===== config.mk =====
export PLATFORM = sky130hd
export DESIGN_NAME = feal8_block_cipher
export DESIGN_NICKNAME = d
export VERILOG_FILES = /design/src/hdl/feal8_pkg.sv /design/src/hdl/feal8_key_sched.sv /design/src/hdl/feal8_round_cell.sv /design/src/hdl/feal8_block_cipher.sv
export SDC_FILE = /design/constraint.sdc
export NUM_CORES = 2
export LEC_CHECK = 0
export ABC_AREA = 1
export BUFFER_PORTS_ARGS = -buffer_cell sky130_fd_sc_hd__buf_4
export CAP_MARGIN = 20
export CORE_ASPECT_RATIO = 2
export CORE_UTILIZATION = 61
export DETAILED_ROUTE_END_ITERATION = 6
export PLACE_DENSITY_LB_ADDON = 0.2
export SLEW_MARGIN = 20
export SYNTH_ARGS = -nofsm -noshare
export SYNTH_HDL_FRONTEND = slang
export SYNTH_HIERARCHICAL = 1
export SYNTH_SLANG_ARGS = --single-unit
export TNS_END_PERCENT = 10

===== constraint.sdc =====
create_clock -name clk -period 5.5 [get_ports clk]
set_input_delay 1.1 -clock clk [delete_from_list [all_inputs] [get_ports clk]]
set_output_delay 1.1 -clock clk [all_outputs]
set_load 0.005 [all_outputs]

===== src/hdl/feal8_pkg.sv =====
// Shared types and the FEAL-8 S-box, f and fK functions.
package feal8_pkg;

    localparam int NumRounds = 8;
    localparam int NumSubkeys = 16;

    typedef logic [15:0] subkey_t;
    typedef logic [NumSubkeys-1:0][15:0] subkeys_t;

    // Left and right halves of a block in flight, with its direction.
    typedef struct packed {
        logic        dec;
        logic [31:0] l;
        logic [31:0] r;
    } half_pair_t;

    // Status of the key expansion unit.
    typedef struct packed {
        logic busy;
    } ks_status_t;

    function automatic logic [7:0] rot2(input logic [7:0] x);
        return {x[5:0], x[7:6]};
    endfunction

    function automatic logic [7:0] sbox0(input logic [7:0] x, input logic [7:0] y);
        logic [7:0] s;
        s = x + y;
        return rot2(s);
    endfunction

    function automatic logic [7:0] sbox1(input logic [7:0] x, input logic [7:0] y);
        logic [7:0] s;
        s = x + y + 8'd1;
        return rot2(s);
    endfunction

    // Round function f; byte 0 is the most significant byte.
    function automatic logic [31:0] f_round(input logic [31:0] a, input subkey_t k);
        logic [7:0] f0;
        logic [7:0] f1;
        logic [7:0] f2;
        logic [7:0] f3;
        f1 = a[23:16] ^ k[15:8] ^ a[31:24];
        f2 = a[15:8] ^ k[7:0] ^ a[7:0];
        f1 = sbox1(f1, f2);
        f2 = sbox0(f2, f1);
        f0 = sbox0(a[31:24], f1);
        f3 = sbox1(a[7:0], f2);
        return {f0, f1, f2, f3};
    endfunction

    // Key schedule function fK.
    function automatic logic [31:0] fk_mix(input logic [31:0] a, input logic [31:0] b);
        logic [7:0] t1;
        logic [7:0] t2;
        logic [7:0] y0;
        logic [7:0] y3;
        t1 = a[31:24] ^ a[23:16];
        t2 = a[15:8] ^ a[7:0];
        t1 = sbox1(t1, t2 ^ b[31:24]);
        t2 = sbox0(t2, t1 ^ b[23:16]);
        y0 = sbox0(a[31:24], t1 ^ b[15:8]);
        y3 = sbox1(a[7:0], t2 ^ b[7:0]);
        return {y0, t1, t2, y3};
    endfunction

endpackage


===== src/hdl/feal8_key_sched.sv =====
// Key expansion unit: one fK iteration per cycle into the subkey registers.
module feal8_key_sched (
    input  logic                  clk,
    input  logic                  rst_n,
    input  logic                  cipher_key_we,
    input  logic [63:0]           cipher_key,
    output feal8_pkg::subkeys_t   subkeys,
    output feal8_pkg::ks_status_t status
);
    import feal8_pkg::*;

    logic [31:0] a_reg;
    logic [31:0] b_reg;
    logic [31:0] d_reg;
    logic [2:0]  cnt_reg;
    logic        busy_reg;
    subkeys_t    sub_reg;
    logic [31:0] nb_next;

    assign nb_next = fk_mix(a_reg, b_reg ^ d_reg);

    // Reset starts an expansion of the all-zero key.
    always_ff @(posedge clk or negedge rst_n)
    begin
        if (!rst_n)
        begin
            a_reg    <= '0;
            b_reg    <= '0;
            d_reg    <= '0;
            cnt_reg  <= '0;
            busy_reg <= 1'b1;
        end
        else if (cipher_key_we)
        begin
            a_reg    <= cipher_key[63:32];
            b_reg    <= cipher_key[31:0];
            d_reg    <= '0;
            cnt_reg  <= '0;
            busy_reg <= 1'b1;
        end
        else if (busy_reg)
        begin
            d_reg   <= a_reg;
            a_reg   <= b_reg;
            b_reg   <= nb_next;
            cnt_reg <= cnt_reg + 3'd1;
            if (cnt_reg == 3'(NumRounds - 1))
            begin
                busy_reg <= 1'b0;
            end
        end
    end

    always_ff @(posedge clk)
    begin
        if (busy_reg && !cipher_key_we)
        begin
            sub_reg[{cnt_reg, 1'b0}] <= nb_next[31:16];
            sub_reg[{cnt_reg, 1'b1}] <= nb_next[15:0];
        end
    end

    assign subkeys     = sub_reg;
    assign status.busy = busy_reg;

endmodule


===== src/hdl/feal8_round_cell.sv =====
// One Feistel round cell with its own pipeline register and valid bit.
module feal8_round_cell (
    input  logic                  clk,
    input  logic                  rst_n,
    input  logic                  up_valid,
    output logic                  up_ready,
    input  feal8_pkg::half_pair_t up_data,
    input  feal8_pkg::subkey_t    enc_key,
    input  feal8_pkg::subkey_t    dec_key,
    output logic                  dn_valid,
    input  logic                  dn_ready,
    output feal8_pkg::half_pair_t dn_data
);
    import feal8_pkg::*;

    logic       valid_reg;
    half_pair_t data_reg;
    half_pair_t data_next;
    subkey_t    key;

    always_comb
    begin
        key         = up_data.dec ? dec_key : enc_key;
        data_next.dec = up_data.dec;
        data_next.l   = up_data.r;
        data_next.r   = up_data.l ^ f_round(up_data.r, key);
    end

    assign up_ready = !valid_reg || dn_ready;

    always_ff @(posedge clk or negedge rst_n)
    begin
        if (!rst_n)
        begin
            valid_reg <= 1'b0;
        end
        else if (up_ready)
        begin
            valid_reg <= up_valid;
        end
    end

    always_ff @(posedge clk)
    begin
        if (up_ready && up_valid)
        begin
            data_reg <= data_next;
        end
    end

    assign dn_valid = valid_reg;
    assign dn_data  = data_reg;

endmodule


===== src/hdl/feal8_block_cipher.sv =====
// Top level of the FEAL-8 block cipher: key expansion and a chain of round cells.
//
//   channel   | handshake                   | payload
//   ----------+-----------------------------+-----------------------------
//   input     | valid / stall               | action, data_block
//   result    | result_valid / result_stall | result_block
//   key write | cipher_key_we               | cipher_key
//
// An accepted item is registered in round cell 0, moves on through cells 1 to 7
// in turn, and is then loaded into the output register, which applies the final
// mix and whitening.
// A new item is accepted every cycle while the chain flows.
// Reset and every key write start a key expansion (one fK step per cycle);
// input stall is held high during it. A result stall holds the output register.
// Full cells pass the hold back toward the input in the same cycle, and empty
// cells keep taking items, so back-pressure raises input stall only when every
// cell is full.
module feal8_block_cipher (
    input  logic        clk,
    input  logic        rst_n,
    input  logic        cipher_key_we,
    input  logic [63:0] cipher_key,
    input  logic        valid,
    output logic        stall,
    input  logic        action,
    input  logic [63:0] data_block,
    output logic        result_valid,
    input  logic        result_stall,
    output logic [63:0] result_block
);
    import feal8_pkg::*;

    subkeys_t   subkeys;
    ks_status_t ks_status;

    // Link 0 is the whitened input; link i+1 is the output of round cell i.
    half_pair_t link_data  [NumRounds+1];
    logic       link_valid [NumRounds+1];
    logic       link_ready [NumRounds+1];

    logic [63:0] w_in;
    logic [63:0] w_out;
    logic [63:0] blk_in;
    logic [31:0] final_l;
    logic        result_valid_reg;
    logic [63:0] result_reg;
    logic [63:0] result_next;

    feal8_key_sched u_key_sched (
        .clk           (clk),
        .rst_n         (rst_n),
        .cipher_key_we (cipher_key_we),
        .cipher_key    (cipher_key),
        .subkeys       (subkeys),
        .status        (ks_status)
    );

    // Input whitening uses K8..K11 to encrypt and K12..K15 to decrypt, then the
    // right half is mixed with the left.
    always_comb
    begin
        w_in = action ? {subkeys[12], subkeys[13], subkeys[14], subkeys[15]}
                      : {subkeys[8], subkeys[9], subkeys[10], subkeys[11]};
        blk_in            = data_block ^ w_in;
        link_data[0].dec  = action;
        link_data[0].l    = blk_in[63:32];
        link_data[0].r    = blk_in[31:0] ^ blk_in[63:32];
    end

    assign link_valid[0] = valid && !ks_status.busy;
    assign stall         = ks_status.busy || !link_ready[0];

    // Round i uses subkey i to encrypt and subkey 7-i to decrypt; each item
    // carries its own direction down the chain.
    for (genvar i = 0; i < NumRounds; i++)
    begin : g_round
        feal8_round_cell u_cell (
            .clk      (clk),
            .rst_n    (rst_n),
            .up_valid (link_valid[i]),
            .up_ready (link_ready[i]),
            .up_data  (link_data[i]),
            .enc_key  (subkeys[i]),
            .dec_key  (subkeys[NumRounds-1-i]),
            .dn_valid (link_valid[i+1]),
            .dn_ready (link_ready[i+1]),
            .dn_data  (link_data[i+1])
        );
    end

    // The last round leaves the halves swapped; they go out as (R, L ^ R)
    // followed by the output whitening.
    always_comb
    begin
        w_out = link_data[NumRounds].dec
              ? {subkeys[8], subkeys[9], subkeys[10], subkeys[11]}
              : {subkeys[12], subkeys[13], subkeys[14], subkeys[15]};
        final_l     = link_data[NumRounds].l ^ link_data[NumRounds].r;
        result_next = {link_data[NumRounds].r, final_l} ^ w_out;
    end

    assign link_ready[NumRounds] = !result_valid_reg || !result_stall;

    always_ff @(posedge clk or negedge rst_n)
    begin
        if (!rst_n)
        begin
            result_valid_reg <= 1'b0;
        end
        else if (link_ready[NumRounds])
        begin
            result_valid_reg <= link_valid[NumRounds];
        end
    end

    always_ff @(posedge clk)
    begin
        if (link_ready[NumRounds] && link_valid[NumRounds])
        begin
            result_reg <= result_next;
        end
    end

    assign result_valid = result_valid_reg;
    assign result_block = result_reg;

`ifndef ASSERT_OFF
    // A key write always holds off input while the new subkeys are built.
    a_key_write_stalls: assert property (@(posedge clk) disable iff (!rst_n)
        cipher_key_we |=> stall)
        else $error("input not stalled after key write");

    // Key expansion never ends early.
    a_expand_length: assert property (@(posedge clk) disable iff (!rst_n)
        $fell(ks_status.busy) |-> $past(ks_status.busy, 7))
        else $error("key expansion ended early");

    // A result only appears when the last round cell held an item.
    a_result_source: assert property (@(posedge clk) disable iff (!rst_n)
        $rose(result_valid) |-> $past(link_valid[NumRounds]))
        else $error("result appeared without a finished item");
`endif

endmodule

======== Yosys cells after proc, flatten, opt, wreduce, memory -nomap -nowiden ========
Index checks and enable logic that the tools add are counted.
word-level totals
  register bits ........................... 949
  input port bits ......................... 134
  output and inout port bits .............. 66
  logic and storage cells ................. 230
cells by class
  add/sub/neg operators ................... 55
  magnitude comparators ................... 4
  eq/ne operators ......................... 1
  multiplexer cells ....................... 27
  bitwise logic cells ..................... 51
  reduce and logical (&&, ||, !) cells .... 37
operator list
  operator                                                                             count
  256-bit bitwise mux                                                                  2
  32-bit XOR                                                                           11
  8-bit XOR                                                                            38
  8-bit adder                                                                          36
  32-bit two-way mux                                                                   6
  16-bit two-way mux                                                                   10
  8-bit by 1-bit adder with 8-bit output, second input constant                        18
  64-bit two-way mux                                                                   2
  64-bit XOR                                                                           2
  16-bit demux with 3-bit select                                                       2
  1-bit logical AND                                                                    13
  1-bit zero test                                                                      13
  1-bit logical OR                                                                     10
  4-bit by 5-bit less-than comparator with 1-bit output, second input constant         2
  4-bit by 1-bit greater-or-equal comparator with 1-bit output, second input constant  2
  3-bit two-way mux                                                                    2
  3-bit by 1-bit adder with 3-bit output, second input constant                        1
  3-bit equality test, second input constant                                           1
  1-bit two-way mux                                                                    3
  2-bit nonzero test                                                                   1

======== Longest topological paths before layout ========
  depth in word-level cells ............... 12
  gate-level depth with buffers ........... 39
  depth with buffers taken out ............ 37

======== Hierarchy ========
The synthesis kept the hierarchy.
by module, submodules not included
  module                                     times used  cells each  area each (um^2)  sequential area each (um^2)
  feal8_round_cell at g_round[1].u_cell ...  6           409         4159.0            1976.9
  feal8_key_sched                            1           1145        14376.3           10191.0
  feal8_block_cipher                         1           1170        7039.3            1946.9
  feal8_round_cell at g_round[6].u_cell      1           408         4234.1            1976.9
  feal8_round_cell at g_round[0].u_cell      1           373         4119.0            1976.9

======== Worst setup path after synthesis ========
No wires, ideal clock.
  kind .................................... input to register
  from .................................... input port action
  to ...................................... register g_round[0].u_cell.data_reg, in the netlist g_round[0].u_cell/dn_data[0] (data pin)
  library setup time ...................... 254 ps
  arrival time ............................ 5545 ps
  required time ........................... 5246 ps
  slack ................................... -299 ps
  stages .................................. 34
  path buffers ............................ 2
  cells stage by stage .................... inv_2 -> buf_6 -> buf_2 -> nand2_1 -> nand3_1 -> nand2_1 -> inv_1 -> nand2_1 -> nand2_1 -> xor2_1 -> xor2_1 -> ha_1 -> inv_1 -> fa_1 -> nand3_1 -> nand2_1 -> nand2_1 -> nand2_1 -> nand2_1 -> nand2_2 -> xor2_1 -> ha_1 -> inv_1 -> fa_1 -> o221ai_1 -> xor2_1 -> ha_1 -> fa_1 -> o21ai_0 -> a21oi_1 -> nor2_1 -> nor2_1 -> xor2_1 -> inv_1
RTL lines
  what                    line                      source
  start: declaration      feal8_block_cipher.sv:25  input logic action,
  end signal: assignment  feal8_round_cell.sv:47    data_reg <= data_next;
  end: declaration        feal8_round_cell.sv:17    half_pair_t data_reg;

======== Worst setup path in the final report ========
  from .................................... register u_key_sched.a_reg[0]
  to ...................................... register u_key_sched.sub_reg, in the netlist u_key_sched/subkeys[48] (data pin)
between the ends
  cells in the longest elaborated chain, start to end .. 10
  elaborated cells between the ends (all ways) .. 11
  those cells by class .................... add/sub: 5; mux: 2; bitwise: 4
RTL lines
  what                                    line                   source
  start: declaration                      feal8_key_sched.sv:12  logic [31:0] a_reg;
  start signal: assignment                feal8_key_sched.sv:35  a_reg <= cipher_key[63:32];
  start signal: assignment                feal8_key_sched.sv:44  a_reg <= b_reg;
  8-bit XOR                               feal8_pkg.sv:60        t2 = a[15:8] ^ a[7:0];
  8-bit XOR                               feal8_pkg.sv:61        t1 = sbox1(t1, t2 ^ b[31:24]);
  8-bit adder                             feal8_pkg.sv:34        s = x + y + 8'd1;
  8-bit by 1-bit adder with 8-bit output  feal8_pkg.sv:34
  8-bit XOR                               feal8_pkg.sv:62        t2 = sbox0(t2, t1 ^ b[23:16]);
  8-bit adder                             feal8_pkg.sv:28        s = x + y;
  8-bit XOR                               feal8_pkg.sv:64        y3 = sbox1(a[7:0], t2 ^ b[7:0]);
  8-bit adder                             feal8_pkg.sv:34
  8-bit by 1-bit adder with 8-bit output  feal8_pkg.sv:34
  256-bit bitwise mux *                   feal8_key_sched.sv:59  sub_reg[{cnt_reg, 1'b1}] <= nb_next[15:0];
  end signal: indexed assignment          feal8_key_sched.sv:58  sub_reg[{cnt_reg, 1'b0}] <= nb_next[31:16];
  end signal: indexed assignment          feal8_key_sched.sv:59
  end: declaration                        feal8_key_sched.sv:17  subkeys_t sub_reg;
Every way passes the cells marked *; elsewhere a longest branch is shown, timed or not.
A chain may end at the register's enable or synchronous reset.

==> summary.txt <==
Drt
  • Vias per inst: 5.78
  • Starting DRC count in detailed routing: 4343
  • Drt drc: 0
  • Via count: 43.5k
  • DR pass1 iterations: 6
  • Routed Antenna Nets: 0
  • Routed WL: about 200000 um
  • Routed length per instance: between 20 and 30 um

STA
  • Fin crit share: a little over nine tenths
  • Max Freq: between 150 and 200 MHz
  • Actual slew at the worst max-slew pin: ~1.2 ns
  • RSZ-0062 raised after global routing: true
  • Final Max Slew Viols: 0
  • Setup-failing EPs final: 0
  • Worst Clk Skew: roughly 0.042 ns
  • Final Hold Vio Count: 0
  • Final worst path period need: between 5 and 6 ns
  • Max-slew headroom: ~18%

Floorplanning
  • Io pins: 200
  • Die Wd: between 200 and 250 um
  • FP Rows: 155
  • CORE AREA: approximately 89000 um2
  • Die H: about 430 um
  • Starting Density: 61.5%
  • Die area: about 91000 um2

Logic synthesis
  • Synth cell types: a little under 60
  • Post-synthesis compound-gate area fraction: under 10%
  • Sequential element share of the synthesized area: approximately 51%
  • Avg Inst Size Synth: around 9.9 um2
  • YS warnings: 6
  • Post-Syn Nets: 5974
  • Post-Synth Simple-Gate Area: between 10% and 20%
  • Synthesized flop and latch total: 949
  • Ys async rst share: a little under an eighth
  • Number of synthesized flops with an enable pin: between 800 and 900
  • Proportion of synthesized area in mux cells: less than 1%
  • Main combinational cell family by area after synthesis: simple AND/OR/NAND/NOR gates
  • Adder-Cell Fraction of Synth Area: between 7 and 8%
  • Top FF cell, synth: edfxtp_1
  • Netlist Area Pre-Place: between 50000 and 60000 um2
  • Post-synthesis xor/xnor area fraction: 13.3%
  • Post-Syn Instances: 5550

Placement
  • Number of port buffers: between 150 and 200
  • Post-DP HPWL: roughly 160000 um
  • RD Place Congestion: approximately 1.1

Clock network
  • Cts hold-fix bufs: 0
  • Max clock buf depth: 3
  • Cts bufs inserted: 85
  • CTS tree: built
  • Worst-path clk slew: roughly 0.070 ns
  • Clock Sinks: 949
  • Clock root buffer master: clkbuf_16
  • Worst skew pair latency: ~0.73 ns
  • Max H-tree Level: 3

Critical path
  • Worst EP required: 5.93 ns
  • Worst r2r path cells: 35
  • CP startpoint kind: flip-flop
  • Kind of critical path: flip-flop to flip-flop
  • Setup crit end: u_key_sched/subkeys[48]$_DFFE_PP_
  • Crit. End Element: flip-flop
  • Launch point of the worst reg-to-reg path: u_key_sched/a_reg[0]$_DFFE_PN0P_
  • Setup crit start: u_key_sched/a_reg[0]$_DFFE_PN0P_
  • Critical Path Most Common Cell: nand2_2
  • Largest stage delay, worst path: between 0.4 and 0.5 ns
  • Slowest CP cell: dfrtp_2
  • FF-to-FF End: u_key_sched/subkeys[48]$_DFFE_PP_
  • Crit path max fanout: 8
  • Worst path arrival time: 5.82 ns
  • R2r setup slk: approximately 0.11 ns

Min path
  • Hold Crit Class: flip-flop to flip-flop

Layout
  • Final Util: around three quarters
  • Area Overhead vs Synth: 19.3%
  • Max reg flops: 520
  • Fin nets: between 6k and 7k
  • Commonest non-fill, non-tap cell in the layout: nand2_1
  • Most frequent cells in the layout: nand2_1, edfxtp_1, buf_4, inv_1, xnor2_1
  • Layout cells sized above 1: 18.8%
  • Filler Cells Inserted: about 6.5k

Job
  • Max-cap violations: 0

Global route
  • Number of antenna violations at the first check in global routing: 24
  • Vias in the first global route: roughly 43k
  • First-pass GRT wire length: between 200000 and 300000 um
  • Largest net degree at the start of global routing: 76
  • Gr ovfl total: 0
  • GRT Total Usage: 46.2%

Status
  • Status: finished clean
per-stage QoR:
step	TNS [ns]	cells	instance area [um2]	worst slack, ns	hold WS (ns)
after CTS	0	7478	64400	0.0121	0.474
after global placement	-15.84	7314	61300	-0.620	0.453
after floorplan	-0.643	5550	54700	-0.0844	0.447
after detailed placement	-19.96	7314	61300	-0.827	0.464
final	0	7519	65300	0.107	0.475
after global routing	-1.56	7509	65300	-0.207	0.490
logic make-up (layout without fill, tap and decap cells):
| kind of cell | Yosys count | after routing |
|---|---|---|
| xor gates and xnor gates | 801 | 801 |
| buffers and inverters | 736 | 1509 |
| AOI/OAI and AO/OA | 448 | 448 |
| other | 0 | 19 |
| and+or+nand+nor | 2312 | 2312 |
| muxes | 14 | 14 |
| adders and majority gates | 290 | 290 |
| DFF | 949 | 949 |
per-layer routing:
metal,global-route usage (%),routed length (um)
met3,12.4,16500
met4,55.5,30400
met5,0,13
met2,76.8,100000
met1,41.3,57600
repair_timing:
action,4_1_cts,5_1_grt
setup buffers,6,18
pin swaps,8,40
gates resized for setup,27,139
endpoints found under the setup margin,67,86
gates cloned,0,2
synth_stat cells, types with 10 or more instances:
library cell / count / area share, %
nand4_1: 22 / 0.25
a21oi_1: 167 / 1.5
nand3_1: 340 / 3.1
o211ai_1: 21 / 0.29
nand2_4: 15 / 0.31
nand2_2: 80 / 0.91
o21ai_0: 126 / 1.2
dfrtp_1: 108 / 4.9
xnor2_1: 448 / 7.2
inv_2: 12 / 0.082
edfxtp_1: 840 / 46
fa_1: 36 / 1.3
inv_1: 617 / 4.2
a22oi_1: 14 / 0.19
o221ai_1: 26 / 0.42
nor2_1: 213 / 1.5
clkbuf_1: 49 / 0.34
nand3b_1: 41 / 0.56
ha_1: 254 / 5.8
nand3_2: 10 / 0.18
buf_2: 19 / 0.17
nand2_1: 1548 / 11
o21ai_1: 31 / 0.28
buf_6: 14 / 0.29
mux2_2: 11 / 0.23
xor2_1: 335 / 5.4
a22o_1: 13 / 0.21
worst max-delay path: cells and delay by family, from the launching register on:
family	cells	cell delay, ns
XOR/XNOR	4	0.81
AND/OR/NAND/NOR	19	1.38
flip-flops	1	0.49
adder cells (fa/ha/maj)	6	1.74
buffers and inverters	4	0.41
AO/OA/AOI/OAI	2	0.31
how the worst min path moves through the flow:
stage,start,end,slack (ns),cells after the start
6_report,g_round[3].u_cell/dn_data[19]$_DFFE_PP_,g_round[4].u_cell/dn_data[51]$_DFFE_PP_,0.47,0
5_1_grt,g_round[2].u_cell/dn_data[14]$_DFFE_PP_,g_round[3].u_cell/dn_data[46]$_DFFE_PP_,0.49,0
4_1_cts,g_round[3].u_cell/dn_data[19]$_DFFE_PP_,g_round[4].u_cell/dn_data[51]$_DFFE_PP_,0.47,0
3_5_place_dp,g_round[2].u_cell/dn_data[14]$_DFFE_PP_,g_round[3].u_cell/dn_data[46]$_DFFE_PP_,0.46,0
3_3_place_gp,g_round[2].u_cell/dn_data[14]$_DFFE_PP_,g_round[3].u_cell/dn_data[46]$_DFFE_PP_,0.45,0
2_1_floorplan,g_round[0].u_cell/dn_data[8]$_DFFE_PP_,g_round[1].u_cell/dn_data[40]$_DFFE_PP_,0.45,0
layout make-up:
class | instances | area, um2 | area share, %
Timing Repair Buffer | 711 | 5670 | 8.68
Inverter | 640 | 2430 | 3.72
Antenna cell | 19 | 47.5 | 0.0728
Sequential cell | 949 | 28000 | 42.8
Multi-Input combinational cell | 3865 | 24700 | 37.9
Tap cell | 1177 | 1470 | 2.26
Clock inverter | 54 | 711 | 1.09
Clock buffer | 104 | 2280 | 3.49
Power is not shown: default switching activity piles up to over one toggle a cycle in this logic, so the estimate is an artifact.
